[src/assert_macros.svh]
// Assertion macros shared by the RTL.
// Needs no other file; included by the top level.
`ifndef ASSERT_MACROS_SVH
`define ASSERT_MACROS_SVH
`ifndef SYNTHESIS
`define ASSERT_SAME(label, clk, rst, ante, cons, msg) \
  label: assert property (@(posedge clk) disable iff (rst) (ante) |-> (cons)) else $error(msg);
`define ASSERT_NEXT(label, clk, rst, ante, cons, msg) \
  label: assert property (@(posedge clk) disable iff (rst) (ante) |=> (cons)) else $error(msg);
`else
`define ASSERT_SAME(label, clk, rst, ante, cons, msg)
`define ASSERT_NEXT(label, clk, rst, ante, cons, msg)
`endif
`endif

[src/smiia_pkg.sv]
// Types and constants of the symbol map lookup-or-insert block.
// No dependencies; imported by smiia_table and the top level.
package smiia_pkg;

  localparam int KEY_W     = 32;
  localparam int DIR_W     = 32;
  localparam int CHAR_W    = 8;
  localparam int KEY_CHARS = KEY_W / CHAR_W;

  typedef logic [KEY_W-1:0]        key_t;
  typedef logic signed [DIR_W-1:0] dir_t;

  typedef struct packed {
    logic hit;
    logic full;
    dir_t dir;
  } lookup_t;

endpackage

[src/symbol_map_insert_if_absent_core.sv]
// Top level of the symbol map lookup-or-insert block.
// Depends on smiia_pkg, smiia_table and assert_macros.svh.
//
// Usage:
//   Request channel: in_valid / in_stall with symbol_key and new_direction.
//   Result channel: out_valid / out_stall with direction_out, was_present
//   and table_full; exactly one result per request, in request order.
//   A key is cut at its first NUL byte (counting from the top byte) and the
//   bytes below it read as zero. A known key returns its stored direction
//   with was_present set; a new key is stored with new_direction, which is
//   returned. With all TABLE_DEPTH entries in use a new key is dropped and
//   the result has table_full set and direction_out zero.
//   A result passes through the input register, then the result register.
//   Throughput: one request per cycle while the receiver does not stall;
//   the table lookup and insert sit combinationally between the two
//   registers, so the next request already sees the updated table.
//   Reset empties the table and drops anything in flight. While the
//   receiver stalls, the result holds and the input register fills; once
//   it is full, in_stall rises.
module symbol_map_insert_if_absent_core
  import smiia_pkg::*;
#(
  parameter int TABLE_DEPTH = 32
) (
  input  logic clk,
  input  logic rst,
  input  logic in_valid,
  output logic in_stall,
  input  key_t symbol_key,
  input  dir_t new_direction,
  output logic out_valid,
  input  logic out_stall,
  output dir_t direction_out,
  output logic was_present,
  output logic table_full
);

`include "assert_macros.svh"

  localparam int CNT_W = $clog2(TABLE_DEPTH + 1);

  logic             s1_valid;
  key_t             s1_key;
  dir_t             s1_dir;
  key_t             canon_key;
  logic             advance;
  logic             commit;
  lookup_t          lookup;
  logic [CNT_W-1:0] count;

  always_comb begin
    logic ended;
    ended     = 1'b0;
    canon_key = '0;
    for (int b = KEY_CHARS - 1; b >= 0; b--) begin
      if (symbol_key[b*CHAR_W +: CHAR_W] == '0) begin
        ended = 1'b1;
      end
      if (!ended) begin
        canon_key[b*CHAR_W +: CHAR_W] = symbol_key[b*CHAR_W +: CHAR_W];
      end
    end
  end

  assign advance  = !out_valid || !out_stall;
  assign commit   = s1_valid && advance;
  assign in_stall = s1_valid && !advance;

  always_ff @(posedge clk) begin
    if (rst) begin
      s1_valid <= 1'b0;
    end else if (!in_stall) begin
      s1_valid <= in_valid;
    end
  end

  always_ff @(posedge clk) begin
    if (in_valid && !in_stall) begin
      s1_key <= canon_key;
      s1_dir <= new_direction;
    end
  end

  smiia_table #(
    .TABLE_DEPTH(TABLE_DEPTH)
  ) u_table (
    .clk   (clk),
    .rst   (rst),
    .commit(commit),
    .key   (s1_key),
    .dir   (s1_dir),
    .lookup(lookup),
    .count (count)
  );

  always_ff @(posedge clk) begin
    if (rst) begin
      out_valid <= 1'b0;
    end else if (advance) begin
      out_valid <= s1_valid;
    end
  end

  always_ff @(posedge clk) begin
    if (commit) begin
      was_present <= lookup.hit;
      table_full  <= !lookup.hit && lookup.full;
      if (lookup.hit) begin
        direction_out <= lookup.dir;
      end else if (lookup.full) begin
        direction_out <= '0;
      end else begin
        direction_out <= s1_dir;
      end
    end
  end

  `ASSERT_SAME(a_full_not_present, clk, rst, out_valid && table_full, !was_present, "full result marked present")
  `ASSERT_NEXT(a_insert_counts, clk, rst, commit && !lookup.hit && !lookup.full, count == $past(count) + CNT_W'(1), "insert did not advance entry count")
  `ASSERT_NEXT(a_lookup_holds_count, clk, rst, commit && lookup.hit, count == $past(count), "hit changed entry count")
  `ASSERT_NEXT(a_stage_holds, clk, rst, in_stall, s1_valid && $stable(s1_key) && $stable(s1_dir), "held request changed while stalled")

endmodule

[src/smiia_table.sv]
// Symbol table: parallel key match, stored directions and in-order insert.
// Depends on smiia_pkg.
module smiia_table
  import smiia_pkg::*;
#(
  parameter int TABLE_DEPTH = 32,
  localparam int IDX_W = (TABLE_DEPTH > 1) ? $clog2(TABLE_DEPTH) : 1,
  localparam int CNT_W = $clog2(TABLE_DEPTH + 1)
) (
  input  logic             clk,
  input  logic             rst,
  input  logic             commit,
  input  key_t             key,
  input  dir_t             dir,
  output lookup_t          lookup,
  output logic [CNT_W-1:0] count
);

  key_t                   entry_key [TABLE_DEPTH];
  dir_t                   entry_direction [TABLE_DEPTH];
  logic [TABLE_DEPTH-1:0] entry_valid;
  logic [TABLE_DEPTH-1:0] match;
  dir_t                   hit_dir;
  logic                   insert;
  logic [IDX_W-1:0]       widx;

  always_comb begin
    hit_dir = '0;
    for (int i = 0; i < TABLE_DEPTH; i++) begin
      match[i] = entry_valid[i] && (entry_key[i] == key);
      hit_dir  = hit_dir | (match[i] ? entry_direction[i] : dir_t'(0));
    end
  end

  assign lookup.hit  = |match;
  assign lookup.full = (count == CNT_W'(TABLE_DEPTH));
  assign lookup.dir  = hit_dir;

  // entries fill in order and are never removed, so the count is the lowest free slot
  assign widx   = count[IDX_W-1:0];
  assign insert = commit && !lookup.hit && !lookup.full;

  always_ff @(posedge clk) begin
    if (insert) begin
      entry_key[widx]       <= key;
      entry_direction[widx] <= dir;
    end
  end

  always_ff @(posedge clk) begin
    if (rst) begin
      entry_valid <= '0;
      count       <= '0;
    end else if (insert) begin
      entry_valid[widx] <= 1'b1;
      count             <= count + CNT_W'(1);
    end
  end

endmodule

[config.mk]
export PLATFORM = sky130hd
export DESIGN_NAME = symbol_map_insert_if_absent_core
export DESIGN_NICKNAME = d
export VERILOG_FILES = /design/src/smiia_pkg.sv /design/src/symbol_map_insert_if_absent_core.sv /design/src/smiia_table.sv
export VERILOG_INCLUDE_DIRS = /design/src /design/src/src
export SDC_FILE = /design/constraint.sdc
export NUM_CORES = 2
export LEC_CHECK = 0
export ABC_AREA = 1
export BUFFER_PORTS_ARGS = -buffer_cell sky130_fd_sc_hd__buf_2
export CAP_MARGIN = 40
export CORE_MARGIN = 10
export CORE_UTILIZATION = 50
export DETAILED_ROUTE_END_ITERATION = 8
export PLACE_DENSITY = 0.65
export SETUP_SLACK_MARGIN = 0.2
export SLEW_MARGIN = 0
export SYNTH_ARGS = -nofsm -noshare
export SYNTH_HDL_FRONTEND = slang
export SYNTH_SLANG_ARGS = --single-unit
[constraint.sdc]
create_clock -name clk -period 4.5 [get_ports clk]
set_clock_uncertainty 0.05 [all_clocks]
set_input_delay 0.225 -clock clk [delete_from_list [all_inputs] [get_ports clk]]
set_output_delay 0.225 -clock clk [all_outputs]
set_load 0.02 [all_outputs]
# --- Word-level counts from Yosys, hierarchy flattened ---
# Memories as Yosys holds them, arrays and structs flattened.
# Cells that the tools add are included.
totals:
  rom_bits: 0
  word_cells: 175
  latch_bits: 0
  ram_bits: 2048
  register_bits: 138
  n_memories: 2
  inputBits: 68
classes:
  magnitude_cmp: 2
  shift: 0
  div: 0
  mux: 42
  n_reduce_logical: 51
  mul: 0
  bitwise: 32
  add_sub_neg: 1
  n_eq_ne: 33
memory_table:
  columns: ["memory", "words", "width", "read_ports", "rd_clocked_by_memory_dff", "wr", "line", "rtl"]
  rows:
  - ["u_table.entry_direction", 32, 32, 32, 0, 1, "smiia_table.sv:20", "dir_t entry_direction [TABLE_DEPTH];"]
  - ["u_table.entry_key", 32, 32, 32, 0, 1, "smiia_table.sv:19", "key_t entry_key [TABLE_DEPTH];"]
ops:
  columns: ["cell", "n"]
  rows:
  - ["$mux 32", 34]
  - ["$eq 32x32->1", 32]
  - ["$or 32x32->32", 32]
  - ["$logic_and 1x1->1", 39]
  - ["$logic_not 8->1", 4]
  - ["$reduce_or 32->1", 1]
  - ["$mux 1", 7]
  - ["$add 6x1->6 const B", 1]
  - ["$eq 6x6->1 const B", 1]
  - ["$logic_not 1->1", 6]
  - ["$lt 5x6->1 const B", 1]
  - ["$demux 1 s5", 1]
  - ["$ge 5x1->1 const B", 1]
  - ["$logic_or 1x1->1", 1]

# --- Longest topological paths before layout ---
depth:
  word_depth: 35
  ltp_mapped: 21
  mapped_depth_nobuf: 19

# --- Cells and area by module ---
# A second synthesis with hierarchy kept.
hier_totals:
  cells_unflattened: 7994
  hier_area_um2: 92133.4
by_module_without_submodules:
  columns: ["module", "seq_area_each_um2", "cells_per_inst", "instances", "area_per_inst_um2"]
  rows:
  - ["smiia_table", 62259.7, 7692, 1, 88305.9]
  - ["symbol_map_insert_if_absent_core", 2982.9, 302, 1, 3827.4]

# --- Least setup slack after synthesis ---
# Ideal clock, no wire load.
synth_path:
  path_kind: "register to register"
  start: "register s1_key[6]"
  end: "memory u_table.entry_direction[2][0] (netlist name), enable pin"
  path_buffers: 5
  t_arrival_ps: 3741
  period_less_slack_ps: 4210
  setup_ps: 418
  stages_incl_launch_ff: 19
  setup_slack_ps: 290
  path_cell_list: "edfxtp_1 -> buf_4 -> inv_2 -> buf_6 -> buf_6 -> or2_1 -> o211ai_2 -> nor2_1 -> nand4_1 -> nand2_1 -> nor2_1 -> nand2_1 -> nor2_1 -> nand2_2 -> nor2_4 -> buf_6 -> buf_6 -> nand4_1 -> inv_1"
synth_lines:
  columns: ["item", "line", "rtl"]
  rows:
  - ["start: declaration", "symbol_map_insert_if_absent_core.sv:43", "key_t s1_key;"]
  - ["start signal: assignment", "symbol_map_insert_if_absent_core.sv:79", "s1_key <= canon_key;"]
  - ["end: declaration", "smiia_table.sv:20", null]

==> results.md <==
* Routed wire length at 314,000 um
* Worst Hold Class: in2reg
* Synth Area in Compound Gates at 0.0532
* CP delay by family, top: simple AND/OR/NAND/NOR gates
* IO Pins at 104
* Seq/Total Area, Yosys at 0.710
* Period utilisation layout at 0.948
* Setup crit start kind: flop
* Port bufs at 103
* Total chip power at 42.6 mW
* Top cells by area, synth: edfxtp_1 70%, nand2_1 9.3%, inv_1 3.5%
* Synth top area share at 0.702
* Share of power burned in registers at 0.531
* Critical-path top delay cell: inv_2
* Final core utilization at 0.588
* GRT Total Usage at 0.302
* Share of cells above drive strength 1 at 0.107
* Critical path buffers and inverters at 5
* Area of the die at 201,000 um2
* Setup total negative slack at 0 ns
* Global route overflow at 0
* Num CTS Buffers at 218
* Fillers at 14,620
* Row cnt at 157
* Setup crit end kind: flop
* Largest net degree at the start of global routing at 61
* Top FF cell, synth: edfxtp_1
* Wirelength per Cell at 28.3 um
* Placed cells at 10,575
* Most used cell, CP: nor2_1
* Hold depth at 2
* Yosys Warn Count at 0
* Post-route ant nets at 0
* P&R area growth vs syn at 17.0%
* Synth Area per Inst at 11.6 um2
* CP Cell Sequence: inv_2, buf_12, or2_0, nand3_1, nor2_1, nand2_1, nor2_1, nand3_1, nand2_1, nor2_1, nand2_1, nor2_1, nand2_2, nor2_4, buf_12, nand4_1, clkinv_2, buf_12
* Clock Sinks at 2,186
* Routability Congestion at 0.939
* Power per cell area at 396 nW/um2
* CTS tree: yes
* Reg2Reg Depth at 18
* Clk_lat worst skew at 0.89 ns
* Worst path required time at 5.02 ns
* Adder-Cell Fraction of Synth Area at 0.000545
* Post-synthesis cell type count at 43
* Non-Filler Instances at 11,086
* Max Fclk at 234 MHz
* CP Depth at 18
* Via Count at 64,082
* Gate Count Post-Synth at 7,909
* Synthesized area at 91,800 um2
* Clock Power Share at 0.418
* Combinational cell fraction of total power at 0.051
* Crit-path max FO at 35
* Worst slew pin tran at 1.03 ns
* Vias in the first global route at 61,216
* VDD IR max at 0.352 mV
* H-tree depth at 4
* Fin. max-slew vios at 0
* Arrival time at the worst endpoint at 4.78 ns
* Post-route cell area at 107,000 um2
* Setup CP Type: reg2reg
* Slew margin rel. at 0.316
* HPWL Detailed at 194,000 um
* Multi-input logic area at 21,800 um2
* Psw at 9.68 mW
* Vias per Instance at 5.78
* Remaining DRCs at 0
* Synth Register Bits at 2,186
* Post CTS Setup Buffer Count at 0
* Syn nets at 7,981
* Core region area at 183,000 um2
* FFs w/ async S/R, synth at 0
* Final setup vio count at 0
* Reg area at 65,200 um2
* Die W at 449 um
* Area leader, netlist: edfxtp_1
* RSZ-0062 raised after global routing: false
* Final hold vios at 0
* Min Tclk post-route at 4.27 ns
* Clock root buffer: clkbuf_16
* First-pass GRT wire length at 441,000 um
* Status: finished, final reports clean
* Cell Area, Placed at 99,500 um2
* Largest family of logic cells by synthesized area: simple AND/OR/NAND/NOR gates
* Clk slew on worst S/H paths at 0.06 ns
* Nets at 8,509
* Clk buf depth at 3
* Pre-Repair DR Iteration Count at 9
* Antenna diode count at 0
* XOR/XNOR Fraction of Synth Area at 0.0290
* Die height at 449 um
* DR iter-0 viols at 9,289
* Initial antenna violation count at 10
* Synth Area in Simple Gates at 0.152
* Mux cell area share after synthesis at 0
* P_leak at 40.2 nW
* Sw Share at 0.227
* Initial Util at 0.502
* Int Pwr at 32.9 mW
* Max Cap Viol at 0
* EDFF count, synth at 2,146
* Max incr delay on CP at 0.50 ns
[registers in the layout, indices dropped and copies added, names as in the netlist]
register,flops
direction_out,32
was_present,1
u_table.entry_valid,32
s1_dir,32
out_valid,1
u_table.entry_direction,1024
table_full,1
s1_key,32
u_table.entry_key,1024
s1_valid,1
u_table.count,6
[placed cells by master, fill, tap and decap left out, types with 158 or more instances in the layout]
cell and count:
nand3_1 201, inv_1 811, edfxtp_1 2146, nand2_1 2285
o21ai_0 259, nor2_1 638, buf_4 216, a22o_1 178
nand4_1 158, buf_12 162, clkbuf_16 219, xnor2_1 283
[cells by family after synthesis]
group / Yosys count
and+or+nand+nor: 3468
DFF: 2186
AOI/OAI and AO/OA: 757
buffers and inverters: 1190
adders and majority gates: 4
xor gates and xnor gates: 304
[synthesized netlist by cell type (all sizes together), types with 7 or more instances]
master / instances
a21oi: 67
a221oi: 44
a22o: 178
and2: 13
buf: 222
clkbuf: 84
dfxtp: 40
edfxtp: 2146
inv: 881
nand2: 2286
nand3: 203
nand3b: 10
nand4: 158
nor2: 669
nor3: 102
nor4: 7
o2111ai: 41
o211ai: 18
o21ai: 382
o22ai: 15
or2: 19
xnor2: 283
xor2: 21
[layout make-up]
cell class / instances / area share
clock buffer: 266 / 0.0526
clock inverter: 139 / 0.0118
inverter: 884 / 0.0316
multi-input combinational: 4533 / 0.203
sequential: 2186 / 0.607
tap: 2464 / 0.0287
timing repair buffer: 614 / 0.0655
[worst paths after layout]
kind,from,end,slack (ns)
worst max-delay path,s1_key[4],u_table.entry_key[18][17],0.23
worst min-delay path,new_direction[14],s1_dir[14],0.03
worst max register to register,s1_key[4],u_table.entry_key[18][17],0.23
worst min register to register,u_table.entry_valid[1],u_table.entry_valid[1],0.41
[what timing repair did]
| item | CTS | global route |
|---|---|---|
| gates resized for setup | 0 | 0 |
| hold endpoints to repair | 105 | 0 |
| setup endpoints to repair | 0 | 0 |
| hold buffers | 106 | 0 |
[power groups by stage]
stage / clock (mW) / sequential [mW] / combinational (mW)
floorplan: 0 / 23.1 / 0.905
CTS: 17.9 / 22.6 / 2.14
detailed placement: 0 / 23.0 / 2.07
global placement: 0 / 23.1 / 1.91
global route: 18.7 / 22.6 / 2.29
finish: 17.8 / 22.6 / 2.17
[per-layer routing]
metal | global-route usage | vias to the layer above | routed length, um
met4 | 0.141 | 4 | 16900
met2 | 0.491 | 4140 | 147000
met1 | 0.395 | 31224 | 116000
met5 | 0 | - | 39
met3 | 0.0552 | 808 | 34900
li1 | - | 27906 | -
[worst register-to-register path, stage by stage, from the launching register on]
cell      delay [ns]
edfxtp_1        0.44
inv_2           0.50
buf_12          0.32
or2_0           0.14
nand3_1         0.15
nor2_1          0.12
nand2_1         0.05
nor2_1          0.38
nand3_1         0.31
nand2_1         0.20
nor2_1          0.05
nand2_1         0.09
nor2_1          0.09
nand2_2         0.13
nor2_4          0.05
buf_12          0.17
nand4_1         0.14
clkinv_2        0.27
buf_12          0.26
[through the flow]
stage	setup slack, ns	hold WS (ns)
after floorplan	0.290	0.274
after global placement	0.420	0.352
after detailed placement	0.398	0.353
after CTS	0.316	0.00366
after global routing	0.215	0.0174
final	0.235	0.0328
Power figures use the tool's default switching activity.
